`src/rtl/core/rbf_pkg.sv`:
```
// shared types and constants of the radial brush falloff pipeline
package rbf_pkg;

  localparam int FRAC_BITS = 8;

  // configuration register indexes
  localparam logic [1:0] REG_SHAPE   = 2'd0;
  localparam logic [1:0] REG_RADIUS  = 2'd1;
  localparam logic [1:0] REG_TSTEP   = 2'd2;
  localparam logic [1:0] REG_CEILING = 2'd3;

  localparam logic [1:0] SHAPE_COSINE = 2'd1;

  // paint mode upper limit: 1.0, limited to the value field
  localparam int PAINT_ONE = 1 << FRAC_BITS;
  localparam logic [13:0] PAINT_CEIL = (PAINT_ONE > 16383) ? 14'h3FFF : 14'(PAINT_ONE);

  // divider depths
  localparam int RATIO_STEPS   = 33;
  localparam int FALLOFF_STEPS = 18;

  // start to strobe latency in cycles
  localparam int LATENCY = 3 + RATIO_STEPS + 1 + FALLOFF_STEPS + 3;

  // per-item data that rides alongside the dividers
  typedef struct packed {
    logic        op;
    logic [13:0] cur;
    logic        neg;
    logic [17:0] mag;
    logic        hit;
    logic        active;
    logic        zero_r;
  } rbf_side_t;

endpackage

```
`src/rtl/core/rbf_falloff_div.sv`:
```
// pipelined falloff 4(1-x^2)/(4+x^2) in Q1.16, one quotient bit per stage
module rbf_falloff_div import rbf_pkg::*; (
  input  logic        clk,
  input  logic        rst_n,
  input  logic        in_valid,
  input  logic [32:0] x2,
  input  rbf_side_t   in_side,
  output logic        out_valid,
  output logic [16:0] falloff,
  output rbf_side_t   out_side
);

  localparam logic [32:0] ONE = 33'h1_0000_0000;

  logic [32:0] x2c;
  logic        v0_r;
  logic [36:0] rem0_r;
  logic [35:0] den0_r;
  rbf_side_t   side0_r;

  logic        v_r    [FALLOFF_STEPS];
  logic [36:0] rem_r  [FALLOFF_STEPS];
  logic [17:0] q_r    [FALLOFF_STEPS];
  logic [35:0] den_r  [FALLOFF_STEPS];
  rbf_side_t   side_r [FALLOFF_STEPS];

  // clamp ratio and set up numerator and denominator
  assign x2c = (x2 > ONE) ? ONE : x2;

  always_ff @(posedge clk) begin
    if (!rst_n) begin
      v0_r <= 1'b0;
    end else begin
      v0_r <= in_valid;
    end
  end

  always_ff @(posedge clk) begin
    rem0_r  <= {4'b0000, ONE - x2c};
    den0_r  <= 36'h4_0000_0000 + {3'b000, x2c};
    side0_r <= in_side;
  end

  for (genvar k = 0; k < FALLOFF_STEPS; k++) begin : g_step
    logic [36:0] sh;
    logic [35:0] dv;
    logic [17:0] qp;
    logic        vp;
    rbf_side_t   sp;
    logic        ge;

    if (k == 0) begin : g_first
      assign sh = {rem0_r[35:0], 1'b0};
      assign dv = den0_r;
      assign qp = '0;
      assign vp = v0_r;
      assign sp = side0_r;
    end else begin : g_next
      assign sh = {rem_r[k-1][35:0], 1'b0};
      assign dv = den_r[k-1];
      assign qp = q_r[k-1];
      assign vp = v_r[k-1];
      assign sp = side_r[k-1];
    end

    assign ge = sh >= {1'b0, dv};

    always_ff @(posedge clk) begin
      if (!rst_n) begin
        v_r[k] <= 1'b0;
      end else begin
        v_r[k] <= vp;
      end
    end

    always_ff @(posedge clk) begin
      rem_r[k]  <= ge ? (sh - {1'b0, dv}) : sh;
      q_r[k]    <= {qp[16:0], ge};
      den_r[k]  <= dv;
      side_r[k] <= sp;
    end
  end

  assign out_valid = v_r[FALLOFF_STEPS-1];
  assign falloff   = q_r[FALLOFF_STEPS-1][16:0];
  assign out_side  = side_r[FALLOFF_STEPS-1];

endmodule

```
`config.mk`:
```
export PLATFORM = sky130hd
export DESIGN_NAME = rbf_falloff_div
export DESIGN_NICKNAME = d
export VERILOG_FILES = /design/src/rtl/core/rbf_pkg.sv /design/src/rtl/core/rbf_falloff_div.sv
export SDC_FILE = /design/constraint.sdc
export NUM_CORES = 2
export LEC_CHECK = 0
export ABC_AREA = 1
export BUFFER_PORTS_ARGS = -buffer_cell sky130_fd_sc_hd__buf_2
export CAP_MARGIN = 40
export CORE_ASPECT_RATIO = 1.5
export CORE_MARGIN = 2
export CORE_UTILIZATION = 63
export DETAILED_ROUTE_END_ITERATION = 8
export PLACE_DENSITY = 0.8
export SLEW_MARGIN = 20
export SYNTH_ARGS = -nofsm -noshare
export SYNTH_HDL_FRONTEND = slang
export SYNTH_SLANG_ARGS = --single-unit
```
`constraint.sdc`:
```
create_clock -name clk -period 2.9 [get_ports clk]
set_input_delay 0.29 -clock clk [delete_from_list [all_inputs] [get_ports clk]]
set_output_delay 0.29 -clock clk [all_outputs]
set_load 0.02 [all_outputs]
```
==> results of run 1 <==
==> cell usage after synthesis (8+ instances only) <==
cell and instances:
nand2_4 8, a21boi_0 16, and2_1 11, ha_1 560, nor2_1 900, dfxtp_1 2109, fa_1 15, nor2_2 28
clkbuf_1 10, o21ai_0 509, o21ai_1 192, o21a_1 96, nor4_1 39, or2_2 24, xor2_1 139, buf_4 27
a31oi_1 25, o21bai_1 53, a21oi_1 793, o41ai_1 15, a21o_1 31, nand4_1 132, o21ai_2 35, nand2_1 2886
nand3b_1 115, buf_2 29, buf_6 51, nor3_1 131, inv_1 1345, xnor2_1 204, o211ai_1 12, nand3_1 550
inv_4 10
==> metal layers <==
layer / overflow / track usage [%]
met1: 0 / 45.6
met2: 5 / 78.0
met3: 0 / 16.3
met4: 4 / 54.2
met5: 0 / 2.41
==> timing repair <==
item / 4_1_cts
endpoints found under the setup margin: 53
buffers inserted: 0
gates resized for setup: 17
endpoints found under the hold margin: 119
hold buffers: 79
==> stage by stage <==
step / setup TNS [ns] / util (%) / cells / setup slack [ns] / area (sq um)
after CTS: 0 / 71.9 / 13700 / 0.00148 / 100000
after detailed placement: -0.458 / 66.7 / 13300 / -0.320 / 93300
after global placement: -0.359 / 66.7 / 13300 / -0.315 / 93300
after floorplan: 0 / - / 11200 / 0.764 / 88800
==> kinds of logic after synthesis <==
logic type | share of synthesized area [%]
XOR/XNOR | 3.38
adder cells (fa/ha/maj) | 8.23
flip-flops | 47.6
buffers and inverters | 6.87
AND/OR/NAND/NOR | 22.9
AO/OA/AOI/OAI | 11.0
==> flow_metrics.tcl, run 1 <==
set metrics [dict create \
    start_util_pct 63.5 \
    async_flop_share_pct 0 \
    gr-total-overflow 9 \
    yosys_warnings 0 \
    dp_hpwl_microns 258000 \
    die_w_microns 311 \
    synthTopCellsByArea "dfxtp_1 (48%), nand2_1 (12%), ha_1 (7.9%)" \
    clk_path_buf_depth 3 \
    synth_cell_types 52 \
    haltStage "global routing (5_1_grt)" \
    tool.error "[ERROR GRT-0116] Global routing finished with congestion. Check the congestion regions in the DRC Viewer." \
    synth_cells 11200 \
    cts_root_buf "clkbuf_16" \
    num_io_pins 128 \
    synth_edf_count 0 \
    port_buffers 127 \
    numCtsBuffers 177 \
    status "did not finish" \
    grt_max_degree 55 \
    clock-sinks 2109 \
    grt_pass1_wl_microns 521000 \
    grt_pass1_vias 86800 \
    synth_nets 11800 \
    gr-usage-all-layers_pct 48.4 \
    synth_seq_cells 2109 \
    ys_seq_area_share_pct 47.6 \
    avgSynthCellArea_sq_um 7.95 \
    cts_max_level 4 \
    dominantRegCellSynth "dfxtp_1" \
    syn_area_sq_um 88800 \
    synth_top_area_share_pct 47.6 \
    gp_congestion 1.08 \
    synth_top_area_cell "dfxtp_1" \
    rows 168 \
    fp.dieH_microns 464 \
]
==> run 2, diff against run 1 <==
CORE_ASPECT_RATIO = default   (was 1.5)
CORE_UTILIZATION = 40   (was 63)
PLACE_DENSITY = default   (was 0.8)
PLACE_DENSITY_LB_ADDON = 0.15   (was default)
==> flow_metrics.tcl, run 2 <==
set metrics [dict create \
    grt_max_degree 56 \
    wire_per_inst_microns 20.1 \
    vias 75400 \
    maxCapViolCount 0 \
    path_buf_inv 3 \
    tightest_slew_ns 0.907 \
    area_delta_synth_final_pct 17.1 \
    cts_max_level 4 \
    leakagePower_nw 46.9 \
    antenna_found_initial 7 \
    start_util_pct 40.3 \
    clock_latency_ns 0.88 \
    critPathMaxStageDelay_ns 0.58 \
    fp.dieH_microns 475 \
    combPwrFrac_pct 48.7 \
    dp_hpwl_microns 249000 \
    vdd_drop_max_mv 0.640 \
    top_register "side_r" \
    num_io_pins 128 \
    synth_cell_types 52 \
    worstPathMaxFanout 55 \
    synth_top_area_cell "dfxtp_1" \
    clkTransAtPathRegs_ns 0.06 \
    core_sq_um 220000 \
    p_seq_share_pct 29.7 \
    clk_path_buf_depth 3 \
    clock.fmax_mhz 357 \
    cp-end-kind "flip-flop" \
    grt_pass1_wl_microns 448000 \
    drc 0 \
    fin_ws_ns 0.102 \
    final_common_cell "nand2_1" \
    nFillCells 22000 \
    cp.arrival_ns 3.47 \
    synth_most_common_cell "nand2_1" \
    crit_type "reg -> reg" \
    instances_no_fill 15000 \
    synth_seq_cells 2109 \
    gr-usage-all-layers_pct 26.2 \
    gp_congestion 0.975 \
    setup_viol 0 \
    slew_viol_final 0 \
    synth_edf_count 0 \
    ant_nets 0 \
    hold_slack_ns 0.0646 \
    post_cts_buffers 0 \
    p_int_mw 76.1 \
    utilization_pct 47.2 \
    dominantRegCellSynth "dfxtp_1" \
    multi_input_area_sq_um 40600 \
    required_ns 3.57 \
    clock_skew_ns 0.0938 \
    layout_common_cells "nand2_1 (2881), dfxtp_1 (2106), inv_1 (1345)" \
    rows 172 \
    port_buffers 127 \
    switching_share_pct 44.0 \
    cts_root_buf "clkbuf_16" \
    largest_registers "side_r (666), rem_r (609), den_r (560)" \
    avgSynthCellArea_sq_um 7.95 \
    switching_power_mw 59.8 \
    synth_top_area_share_pct 47.6 \
    hold_path.class "in -> reg" \
    cts_tree "done" \
    finalHoldViolCount 0 \
    synthTopCellsByArea "dfxtp_1 (48%), nand2_1 (12%), ha_1 (7.9%)" \
    power_frac_clock_pct 21.6 \
    status "finished clean" \
    largest_reg_flops 666 \
    nets 12500 \
    seq_area_sq_um 42200 \
    wl_microns 302000 \
    async_flop_share_pct 0 \
    place_ws_ns -0.413 \
    gr-total-overflow 0 \
    path_cells "inv_1, ha_1, nand2_1, inv_1, nand2_1, nor3_1, nand2_1, nand2_1, nor2_1, nand2_2, inv_6, nand2_1, o21ai_0" \
    cp-start-kind "flip-flop" \
    cp_slowest_cell "nor3_1" \
    synth_cells 11200 \
    vias_per_cell 5.03 \
    grt_pass1_vias 71500 \
    drtIter0Drc 6884 \
    tns_ns 0 \
    grt_setup_unrepaired "false" \
    firstDrtPassIters 7 \
    die_w_microns 475 \
    fin_crit_ns 2.80 \
    max_slew_margin_pct 38.9 \
    ys_seq_area_share_pct 47.6 \
    fin_crit_sh_pct 96.5 \
    dieArea_sq_um 226000 \
    synth_nets 11800 \
    syn_area_sq_um 88800 \
    yosys_warnings 0 \
    synthTopCellsByCount "nand2_1 (2886), dfxtp_1 (2109), inv_1 (1345)" \
    crit_family "simple AND/OR/NAND/NOR gates" \
    reg2reg_slack_ns 0.10 \
    clock-sinks 2109 \
    place_inst 14500 \
    power_per_cell_area_nw_per_um2 1310 \
    layout-drive-gt1-share_pct 8.46 \
    numCtsBuffers 215 \
    cpMostUsedCell "nand2_1" \
]
run 2: cell counts after synthesis:
No cell type changed its count.
run 2: what timing repair did:
item,in CTS,in global routing
hold buffers,103,0
gates cloned,0,1
pin swaps,0,3
resized for setup,11,51
hold endpoints to repair,121,0
setup endpoints to repair,72,197
run 2: final cells by class:
class / count / share of cell area (%)
clock inverters: 117 / 1.73
clock buffers: 278 / 5.73
repair buffers: 570 / 4.33
inverters: 1362 / 4.95
flip-flops and latches: 2109 / 40.6
well taps: 2958 / 3.56
multi-input cells: 7577 / 39.1
diodes: 7 / 0.0168
run 2: final timing paths:
| kind | startpoint | end | depth (start not counted) |
|---|---|---|---|
| min | in_side[35] | g_step[0].sp[35] | 2 |
| max | den_r[13][31] | rem_r[14][18] | 13 |
| max reg2reg | den_r[13][31] | rem_r[14][18] | 13 |
| min reg2reg | side_r[16][35] | side_r[17][35] | 0 |
run 2: metal layers:
layer	vias to the layer above	wire, microns	GRT usage [%]
li1	37500	-	-
met1	35100	151000	39.8
met2	2413	125000	38.7
met3	337	19500	3.83
met4	2	6470	5.78
met5	-	18	0
run 2: through the flow:
stage,power (mW),cell area [sq um]
4_1_cts,136,104000
6_report,136,104000
5_1_grt,145,104000
3_5_place_dp,105,95000
2_1_floorplan,82.0,88800
3_3_place_gp,106,94900
run 2: cell families after synthesis:
| family | after synthesis | synth area share, % |
|---|---|---|
| xor+xnor | 343 | 3.38 |
| buf+inv | 1479 | 6.87 |
| compound gates | 1797 | 11.0 |
| simple gates | 4862 | 22.9 |
| fa+ha+maj | 575 | 8.23 |
| flops | 2109 | 47.6 |
run 2: power groups by stage:
stage          Sequential (mW)  Clock (mW)  Combinational, mW
2_1_floorplan             38.2           0               43.8
3_3_place_gp              41.1           0               64.5
3_5_place_dp              40.9           0               64.5
4_1_cts                   40.4        30.2               65.0
5_1_grt                   40.8        31.4               73.3
6_report                  40.3        29.3               66.2
(Power assumes the default switching activity.)
